### src/hdl/general_matrix_multiply_assert.svh
// ----------------------------------------------------------------------------
// gemm assertion macros
// Small wrappers for concurrent checks on clk / arst_n.
// ----------------------------------------------------------------------------
`ifndef GENERAL_MATRIX_MULTIPLY_ASSERT_SVH
`define GENERAL_MATRIX_MULTIPLY_ASSERT_SVH

// implication checked every cycle out of reset
`define GEMM_ASSERT_IMP(lbl, ante, cons, msg) \
	lbl: assert property (@(posedge clk) disable iff (!arst_n) (ante) |-> (cons)) \
		else $error(msg);

// next-cycle implication
`define GEMM_ASSERT_NEXT(lbl, ante, cons, msg) \
	lbl: assert property (@(posedge clk) disable iff (!arst_n) (ante) |=> (cons)) \
		else $error(msg);

`endif

### src/hdl/gemm_pkg.sv
// ----------------------------------------------------------------------------
// gemm_pkg
// Shared types and constants of the matrix multiply block.
// ----------------------------------------------------------------------------
package gemm_pkg;
	localparam int MaxDim   = 8;
	localparam int Depth    = MaxDim * MaxDim;
	localparam int IdxW     = $clog2(Depth);
	localparam int DimW     = 4;
	localparam int QDepth   = 4;
	localparam int QPtrW    = $clog2(QDepth);

	typedef enum logic [1:0] {
		OP_LOAD_A = 2'd0,
		OP_LOAD_B = 2'd1,
		OP_LOAD_C = 2'd2,
		OP_RUN    = 2'd3
	} op_t;

	typedef enum logic [2:0] {
		REG_ROWS  = 3'd0,
		REG_COLS  = 3'd1,
		REG_INNER = 3'd2,
		REG_ALPHA = 3'd3,
		REG_BETA  = 3'd4
	} reg_idx_t;

	typedef struct packed {
		op_t               op;
		logic [IdxW-1:0]   idx;
		logic signed [31:0] val;
	} req_t;

	typedef struct packed {
		logic          q_empty;
		logic          busy;
	} back_stat_t;

	function automatic logic [DimW-1:0] eff_dim(input logic [DimW-1:0] v);
		eff_dim = (v > DimW'(MaxDim)) ? DimW'(MaxDim) : v;
	endfunction

	function automatic logic signed [31:0] sat32(input logic signed [71:0] x);
		if (x > 72'sd2147483647) sat32 = 32'sh7fffffff;
		else if (x < -72'sd2147483648) sat32 = 32'sh80000000;
		else sat32 = x[31:0];
	endfunction
endpackage

### src/hdl/gemm_front.sv
// ----------------------------------------------------------------------------
// gemm_front
// Accepts requests, drops them while the queue is full, queues the rest for the back.
// ----------------------------------------------------------------------------
module gemm_front (
	input  logic                 clk,
	input  logic                 arst_n,
	input  logic                 start,
	input  logic [1:0]           operation,
	input  logic [gemm_pkg::IdxW-1:0] elem_index,
	input  logic signed [31:0]   elem_value,
	input  logic                 pop,
	output gemm_pkg::req_t       head,
	output logic                 q_empty,
	output logic                 q_full
);
	import gemm_pkg::*;

	req_t             mem_q [QDepth];
	logic [QPtrW-1:0] wr_q, rd_q;
	logic [QPtrW:0]   cnt_q;
	logic             push;

	assign q_full  = (cnt_q == (QPtrW+1)'(QDepth));
	assign q_empty = (cnt_q == '0);
	assign push    = start && !q_full;
	assign head    = mem_q[rd_q];

	always_ff @(posedge clk) begin
		if (push) begin
			mem_q[wr_q] <= '{op: op_t'(operation), idx: elem_index, val: elem_value};
		end
	end

	always_ff @(posedge clk or negedge arst_n) begin
		if (!arst_n) begin
			wr_q  <= '0;
			rd_q  <= '0;
			cnt_q <= '0;
		end else begin
			if (push) wr_q <= wr_q + 1'b1;
			if (pop) rd_q <= rd_q + 1'b1;
			cnt_q <= cnt_q + (QPtrW+1)'(push) - (QPtrW+1)'(pop);
		end
	end
endmodule

### config.mk
export PLATFORM = sky130hd
export DESIGN_NAME = gemm_front
export DESIGN_NICKNAME = d
export VERILOG_FILES = /design/src/hdl/general_matrix_multiply_assert.svh /design/src/hdl/gemm_pkg.sv /design/src/hdl/gemm_front.sv
export SDC_FILE = /design/constraint.sdc
export NUM_CORES = 1
export LEC_CHECK = 0
export ABC_CLOCK_PERIOD_IN_PS = 7750
export BUFFER_PORTS_ARGS = -buffer_cell sky130_fd_sc_hd__buf_2
export CORE_ASPECT_RATIO = 1.75
export CORE_MARGIN = 2
export CORE_UTILIZATION = 34
export CTS_CLUSTER_DIAMETER = 120
export DETAILED_ROUTE_END_ITERATION = 10
export SLEW_MARGIN = 0
export SYNTH_ARGS = -nofsm -noshare
export SYNTH_HDL_FRONTEND = slang
export SYNTH_SLANG_ARGS = --single-unit
### constraint.sdc
create_clock -name clk -period 7.75 [get_ports clk]
set_input_delay 0.775 -clock clk [delete_from_list [all_inputs] [get_ports clk]]
set_output_delay 0.775 -clock clk [all_outputs]
set_load 0.1 [all_outputs]
==> results.yml <==
clocking:
  htreeDepth: 4
  clock_latency_ns: 0.42
  cts_sinks: 167
  cts_buffers: 17
  clk_pin_slew_worst_paths_ns: 0.06
  clockBufferDepth: 2
  tritoncts: "done"
  cts_resized: 0
  ctsHoldBuffers: 0
  clockRootBuffer: "clkbuf_16"
  postCtsSetupRepairBufs: 0
grt:
  grt_pass1_wl_um: 17450
  antenna_found_initial: 3
  grt_use_total_pct: 12.36
  grt_max_degree: 42
  overflow: 0
  grt_pass1_vias: 3168
layout:
  nFillCells: 1626
  drive_gt1_share_pct: 45.05
  area_growth_pct: 19.96
  nets: 401
  multi_input_area_um2: 1192
  fin_util_pct: 41.77
  seqCellArea_um2: 4982
sta:
  hold_viol_final: 0
  hold_ws_ns: 0.1828
  worst_pin_slew_ns: 1.021
  rsz0062_at_grt: "false"
  setup_slack_ns: 4.335
  setup_viol: 0
  max_freq_ghz: 0.2928
  max_slew_margin_pct: 31.97
  min_period_over_period_pct: 44.06
  final_max_slew_viol_count: 0
  finalClockSkew_ns: 0.005162
  setup_tns_ns: 0
  finalCriticalPeriod_ns: 3.415
detailed_routing:
  first_pass_iters: 4
  via_per_inst: 4.693
  drc: 0
  post_drt_wl_per_cell_um: 18.80
  drtIter0Drc: 95
  ant_nets: 0
  drt_wl_total_um: 11260
  dr_total_vias: 2811
floorplan:
  core_um2: 18050
  die_h_um: 183.9
  die_w_um: 106.8
  dieArea_um2: 19630
  boundaryPins: 86
  row_count: 65
  initial_core_util_pct: 34.82
placed_design:
  dp_hpwl_um: 6871
  routabilityCongestion: 0.6907
  dp_slack_ns: 4.651
  numPortBuffers: 85
logic_synthesis:
  synthArstFlopShare_pct: 4.192
  synth_top_cell_by_area: "edfxtp_1"
  synth_top_area_share_pct: 76.43
  ys_types: 20
  syn_avg_cell_area_um2: 24.94
  synth_edf_count: 160
  ys.flop_type: "edfxtp_1"
  yosys-top-cells-count: "160 x edfxtp_1, 38 x mux4_2, 7 x dfrtp_1"
  synth.area.top_cells: "edfxtp_1 76%, mux4_2 14%, dfrtp_1 2.8%"
  syn_inst: 252
  synth_warnings: 0
  ys_seq_area_share_pct: 79.22
  yosysMostFrequentCell: "edfxtp_1"
  synth_nets: 302
  synth_area_um2: 6286
  synth-seq-cells: 167
critical_path:
  worst_ep_arrival_time_ns: 2.64
  endpoint_kind: "primary output"
  worst-setup-path-type: "reg2out"
  cp_max_fo: 24
  cp.required_ns: 6.97
  start_kind: "register"
worst_hold_path:
  hold_path.class: "in2async"
status:
  run_status: "finished, final reports clean"
job:
  cap_violations: 0
through the flow:
stage | instances | instance area [µm²]
final | 599 | 7541
after global placement | 566 | 6949
after floorplan | 252 | 6286
after CTS | 598 | 7538
after global routing | 599 | 7541
after detailed placement | 566 | 6949
path summary, 6_finish.rpt:
| kind | from | cells past startpoint | end | slack, ns |
|---|---|---|---|---|
| hold reg to reg | wr_q[1] | 2 | wr_q[1] | 0.60 |
| max in group asynchronous | arst_n | 1 | rd_q[0] | 7.39 |
| setup / recovery | rd_q[0] | 3 | head[37] | 4.34 |
| setup reg to reg | cnt_q[1] | 6 | cnt_q[1] | 5.72 |
| min in group clk | elem_value[11] | 1 | mem_q[3][11] | 0.57 |
| hold / removal | arst_n | 1 | cnt_q[1] | 0.18 |
cell families (layout without fill, tap and decap cells):
| group | after synthesis | in the layout | share of synthesized area (%) |
|---|---|---|---|
| flops | 167 | 167 | 79.22 |
| mux | 40 | 40 | 14.45 |
| simple gates | 17 | 17 | 1.970 |
| buf+inv | 15 | 127 | 2.130 |
| fa+ha+maj | 6 | 6 | 1.314 |
| xor+xnor | 4 | 4 | 0.5574 |
| compound gates | 3 | 3 | 0.3583 |
| other cells | 0 | 1 | 0 |
state kept, by name (all words and copies together) (netlist names):
name,flops
cnt_q,3
mem_q,160
rd_q,2
wr_q,2
layer usage:
layer | vias up | wire length, µm | GRT usage [%]
met5 | - | 28 | 0
met4 | 4 | 317 | 7.117
met3 | 19 | 504 | 4.183
met2 | 60 | 6250 | 21.81
met1 | 1468 | 4158 | 12.54
li1 | 1260 | - | -
worst max-delay path, stage by stage (launching register included):
cell and delay, ns:
dfrtp_2 0.76, buf_4 0.52, mux4_2 0.58, buf_2 0.31
area by class of cell:
cell class | instances | share of cell area, %
Sequential cell | 167 | 66.07
Multi-Input combinational cell | 70 | 15.81
Timing Repair Buffer | 90 | 6.139
Clock buffer | 19 | 5.741
Tap cell | 234 | 3.883
Clock inverter | 13 | 2.074
Inverter | 5 | 0.2489
Antenna cell | 1 | 0.03318
layout by cell type, fill, tap and decap left out, drive strengths merged:
cell type  synthesis  routed
clkinvlp           0       4
dfrtp              7       7
nand2              3       3
nand2b             5       5
diode              0       1
xor2               1       1
o211ai             3       3
clkinv             0       6
clkbuf             1      19
inv                5       5
mux4              40      40
nor3               1       1
edfxtp           160     160
nand4bb            3       3
fa                 1       1
bufinv             0       3
buf                9      90
nor3b              5       5
xnor2              3       3
ha                 5       5
Power is left out: the tool's default activity adds up to more than one toggle a clock period on the data nets, which glitch-free logic cannot reach.
